[src/rtl/core/psdiv_pkg.sv]
// shared types and constants for the power series divide unit
package psdiv_pkg;

    localparam int MAX_TERMS = 1024;
    localparam int IDX_W     = $clog2(MAX_TERMS);
    localparam int CNT_W     = IDX_W + 1;
    localparam int TERM_W    = 30;

    localparam logic [TERM_W-1:0] PRIME = 30'd998244353;

    // barrett constant floor(2^60 / prime)
    localparam logic [60:0] MU_FULL = (61'd1 << 60) / {31'd0, PRIME};
    localparam logic [30:0] MU      = MU_FULL[30:0];

    typedef struct packed {
        logic [TERM_W-1:0] dividend_term;
        logic [TERM_W-1:0] divisor_term;
        logic              series_end;
    } in_t;

    typedef struct packed {
        logic [TERM_W-1:0] quotient_term;
        logic              end_of_series;
        logic              too_many_terms;
    } out_t;

    typedef struct packed {
        logic valid;
        logic clear;
    } mac_ctl_t;

endpackage

[src/rtl/core/psdiv_mac.sv]
// pipelined modular multiply-accumulate unit with barrett reduction
module psdiv_mac (
    input  logic                                clk,
    input  logic                                rst_n,
    input  psdiv_pkg::mac_ctl_t                 ctl,
    input  logic [psdiv_pkg::TERM_W-1:0]        opa,
    input  logic [psdiv_pkg::TERM_W-1:0]        opb,
    output logic [psdiv_pkg::TERM_W-1:0]        acc,
    output logic                                busy
);

    logic                              v1_reg, v2_reg, v3_reg, v4_reg;
    logic [59:0]                       prod_reg;
    logic [30:0]                       qest_reg;
    logic [31:0]                       lo2_reg;
    logic [31:0]                       qp_reg;
    logic [31:0]                       lo3_reg;
    logic [psdiv_pkg::TERM_W-1:0]      r_reg;
    logic [psdiv_pkg::TERM_W-1:0]      acc_reg;

    logic [59:0]                       prod_next;
    logic [61:0]                       t_full;
    logic [30:0]                       qest_next;
    logic [60:0]                       qp_full;
    logic [31:0]                       diff;
    logic [31:0]                       p1_ext;
    logic [31:0]                       p2_ext;
    logic [psdiv_pkg::TERM_W-1:0]      r_next;
    logic [psdiv_pkg::TERM_W:0]        sum;
    logic [psdiv_pkg::TERM_W:0]        sum_red;
    logic [psdiv_pkg::TERM_W-1:0]      acc_next;

    assign prod_next = {30'd0, opa} * {30'd0, opb};
    assign t_full    = {31'd0, prod_reg[59:29]} * {31'd0, psdiv_pkg::MU};
    assign qest_next = t_full[61:31];
    assign qp_full   = {30'd0, qest_reg} * {31'd0, psdiv_pkg::PRIME};

    // remainder estimate is below three times the prime
    assign p1_ext = {2'd0, psdiv_pkg::PRIME};
    assign p2_ext = {1'b0, psdiv_pkg::PRIME, 1'b0};
    assign diff   = lo3_reg - qp_reg;

    always_comb
    begin
        if (diff >= p2_ext)
        begin
            r_next = psdiv_pkg::TERM_W'(diff - p2_ext);
        end
        else if (diff >= p1_ext)
        begin
            r_next = psdiv_pkg::TERM_W'(diff - p1_ext);
        end
        else
        begin
            r_next = diff[psdiv_pkg::TERM_W-1:0];
        end
    end

    assign sum     = {1'b0, acc_reg} + {1'b0, r_reg};
    assign sum_red = sum - {1'b0, psdiv_pkg::PRIME};

    always_comb
    begin
        if (ctl.clear)
        begin
            acc_next = '0;
        end
        else if (v4_reg)
        begin
            if (sum >= {1'b0, psdiv_pkg::PRIME})
            begin
                acc_next = sum_red[psdiv_pkg::TERM_W-1:0];
            end
            else
            begin
                acc_next = sum[psdiv_pkg::TERM_W-1:0];
            end
        end
        else
        begin
            acc_next = acc_reg;
        end
    end

    always_ff @(posedge clk or negedge rst_n)
    begin
        if (!rst_n)
        begin
            v1_reg  <= 1'b0;
            v2_reg  <= 1'b0;
            v3_reg  <= 1'b0;
            v4_reg  <= 1'b0;
            acc_reg <= '0;
        end
        else
        begin
            v1_reg  <= ctl.valid;
            v2_reg  <= v1_reg;
            v3_reg  <= v2_reg;
            v4_reg  <= v3_reg;
            acc_reg <= acc_next;
        end
    end

    always_ff @(posedge clk)
    begin
        prod_reg <= prod_next;
        qest_reg <= qest_next;
        lo2_reg  <= prod_reg[31:0];
        qp_reg   <= qp_full[31:0];
        lo3_reg  <= lo2_reg;
        r_reg    <= r_next;
    end

    assign acc  = acc_reg;
    assign busy = v1_reg | v2_reg | v3_reg | v4_reg;

endmodule

[config.mk]
export PLATFORM = sky130hd
export DESIGN_NAME = psdiv_mac
export DESIGN_NICKNAME = d
export VERILOG_FILES = /design/src/rtl/core/psdiv_pkg.sv /design/src/rtl/core/psdiv_mac.sv
export SDC_FILE = /design/constraint.sdc
export NUM_CORES = 2
export LEC_CHECK = 0
export BUFFER_PORTS_ARGS = -buffer_cell sky130_fd_sc_hd__buf_2
export CORE_UTILIZATION = 60
export CTS_BUF_LIST = sky130_fd_sc_hd__clkbuf_8
export DETAILED_ROUTE_END_ITERATION = 8
export HOLD_SLACK_MARGIN = 0.08
export PLACE_DENSITY = 0.77
export SETUP_SLACK_MARGIN = 0.5
export SLEW_MARGIN = 5
export SYNTH_ARGS = -nofsm -noshare
export SYNTH_HDL_FRONTEND = slang
export SYNTH_SLANG_ARGS = --single-unit
[constraint.sdc]
create_clock -name clk -period 21.6 [get_ports clk]
set_clock_uncertainty 0.15 [all_clocks]
set_input_delay 2.16 -clock clk [delete_from_list [all_inputs] [get_ports clk]]
set_output_delay 2.16 -clock clk [all_outputs]
set_load 0.005 [all_outputs]
==> results_dict.tcl <==
set metrics [dict create \
    synth_top_cells_by_area "sky130_fd_sc_hd__fa_1 38%, sky130_fd_sc_hd__ha_1 17%, sky130_fd_sc_hd__inv_1 8.7%, sky130_fd_sc_hd__dfxtp_1 7.9%, sky130_fd_sc_hd__and2_1 6.0%" \
    timing_worst_setup_path_type "primary input to flip-flop" \
    maximum_number_of_pins_on_one_net_before_global_route_repair 58 \
    detailedRoute.firstPassIterationCount 6 \
    post_synth_num_cell_types 96 \
    synth_area_um2 55000 \
    cts-resized-gates 0 \
    min_from "qest_reg[19]$_DFF_P_" \
    hold_path_class "flip-flop to flip-flop" \
    grt_first_pass_wirelength_um 225000 \
    routed_wl_um 138000 \
    crit_path_end_kind "flip-flop" \
    fin_crit_ns 10.56 \
    layout.cells.most_common_list "1286 x sky130_fd_sc_hd__inv_1, 1049 x sky130_fd_sc_hd__fa_1, 747 x sky130_fd_sc_hd__ha_1, 528 x sky130_fd_sc_hd__and2_1, 517 x sky130_fd_sc_hd__nand2_1" \
    antenna_violating_nets_post_route 0 \
    most_common_cell_after_layout_fill_and_taps_aside "sky130_fd_sc_hd__inv_1" \
    synthesis.nets 7749 \
    global_route.usage.total 0.307 \
    report.final.slew_viol_count 0 \
    worst_setup_path_start_kind "primary input" \
    row_count 110 \
    clk_latency_ns 0.58 \
    final-hold-violation-count 0 \
    synth-seq-area-share 0.0945 \
    hpwlAfterDp_um 111000 \
    syn2layout_area_growth_pct 3.66 \
    worst-path-buf-inv 5 \
    clkSinkCount 251 \
    layout_worst_path_cycle_share 0.489 \
    post_synth_edffs 0 \
    drt-vias-per-instance 5.68 \
    total_vias_in_the_final_route 39900 \
    synth.top_cell.area_share 0.382 \
    tightest_slew_ns 1.01 \
    setup-tns-final_ns 0 \
    ctsHoldBuffers 0 \
    crit-reg2reg-launch "prod_reg[41]$_DFF_P_" \
    startpoint "opb[3]" \
    outcome "completed" \
    maxCapViolCount 0 \
    yosys_warnings 0 \
    post_drt_wl_per_cell_um 19.6 \
    crit_required_ns 21.88 \
    cts-root-buf "sky130_fd_sc_hd__clkbuf_8" \
    ctsHtreeMaxLevel 2 \
    postSynth.asyncResetShare 0.135 \
    critPathSlowestCell "sky130_fd_sc_hd__o41ai_1" \
    syn_avg_cell_area_um2 9.33 \
    cts.repair_timing.setup_buffer_count 0 \
    n_fill_cell 7424 \
    chipHeight_um 305 \
    layout.nets 7671 \
    cpPeakStageDelay_ns 0.83 \
    detail_route.iter0.violations 2847 \
    layout-drive-gt1-share 0.0368 \
    post_synth_inst_count 5889 \
    critical_path.max_fanout 30 \
    grt_setup_unrepaired "false" \
    critPathMostFrequentCell "sky130_fd_sc_hd__fa_1" \
    grt_antenna_before_repair 3 \
    dominant_register_cell_in_the_synthesized_netlist "sky130_fd_sc_hd__dfxtp_1" \
    gpl.final_weighted_congestion 0.946 \
    first_global_vias 42800 \
    largest_reg_flops 60 \
    cts_tree "done" \
    max_slew_margin 0.323 \
    die_width_um 305 \
    setup_viol 0 \
    fmax_ghz 0.0947 \
    clock_tree.buffer_depth 3 \
    yosys_reg_bits 251 \
    clkTransAtPathRegs_ns 0.07 \
    cp_data_arrival_time_ns 10.84 \
    port_buffers 94 \
    timing.critical_path.max_delay_family "adder cells" \
    start_util 0.608 \
    global_route.overflow_total 0 \
    numCtsBuffers 41 \
    io-pin-count 95 \
    area_of_the_die_um2 92800 \
    placeableCoreArea_um2 90400 \
    remaining_design_rule_violation_count 0 \
    netlist.top_cell.by_area "sky130_fd_sc_hd__fa_1" \
]
## final cells by class
cell class / instances / area, um2 / area share
multi-input combinational: 4122 / 44100 / 0.773
sequential: 251 / 5190 / 0.0912
inverter: 1277 / 4790 / 0.0841
tap: 1176 / 1470 / 0.0258
timing repair buffer: 118 / 651 / 0.0114
clock buffer: 44 / 606 / 0.0106
clock inverter: 27 / 195 / 0.00343
antenna: 2 / 5.00 / 0.0000879
## stage by stage
step | cells | instance area (um2) | setup slack (ns) | hold slack (ns) | utilization
after global placement | 6944 | 56200 | 10.74 | 0.161 | 0.621
after floorplan | 5889 | 55000 | 11.73 | 0.160 | -
after CTS | 7015 | 57000 | 11.08 | 0.138 | 0.630
after detailed placement | 6944 | 56200 | 10.54 | 0.162 | 0.621
after global routing | 7016 | 57000 | 10.57 | 0.159 | 0.630
final | 7017 | 57000 | 11.04 | 0.149 | 0.630
## worst paths after layout
| kind | to | slack (ns) | depth (start not counted) |
|---|---|---|---|
| max | prod_reg[59]$_DFF_P_ | 11.04 | 27 |
| min | qp_reg[19]$_DFF_P_ | 0.15 | 0 |
| max reg2reg | qest_reg[29]$_DFF_P_ | 13.29 | 25 |
| min reg2reg | qp_reg[19]$_DFF_P_ | 0.15 | 0 |
| max in group asynchronous | acc[6]$_DFFE_PN0P_ | 19.27 | 1 |
| min in group asynchronous | acc[7]$_DFFE_PN0P_ | 1.51 | 1 |
## Yosys cell counts, drive strengths merged, types with 6 or more instances
library cell  number
clkbuf           228
o22ai              6
and2             528
nor2             159
a211oi            46
o21bai            27
nor3              50
o31ai             13
a31oi             22
nand3             67
ha               747
a221oi             7
a21oi            166
dfrtp             34
nand2            517
a2111oi            9
a41oi             10
and4              12
nor4              18
nor2b             28
a21o             100
o211ai            16
dfxtp            217
mux2i              8
xor2              63
nand4             37
inv             1276
and3              22
a211o             18
o21a              30
buf               11
fa              1049
o21ai             94
or3               12
or2               10
nand2b            17
xnor2            125
## logic make-up (layout without fill, tap and decap cells)
logic type / after synthesis / count (layout) / share of synthesized area
fa+ha+maj: 1796 / 1796 / 0.552
buf+inv: 1516 / 1466 / 0.104
simple gates: 1508 / 1508 / 0.141
compound gates: 619 / 619 / 0.0756
flops: 251 / 251 / 0.0945
xor+xnor: 188 / 188 / 0.0300
mux: 11 / 11 / 0.00230
other cells: 0 / 2 / 0
## layer usage
metal | track usage | part of all wire | vias up
li1 | - | - | 18100
met1 | 0.416 | 0.42 | 19900
met2 | 0.509 | 0.47 | 1564
met3 | 0.0386 | 0.075 | 299
met4 | 0.106 | 0.036 | 2
met5 | 0 | 0.000094 | -
Power is left out: the tool's default activity adds up to more than one toggle a clock period on the data nets, which glitch-free logic cannot reach.
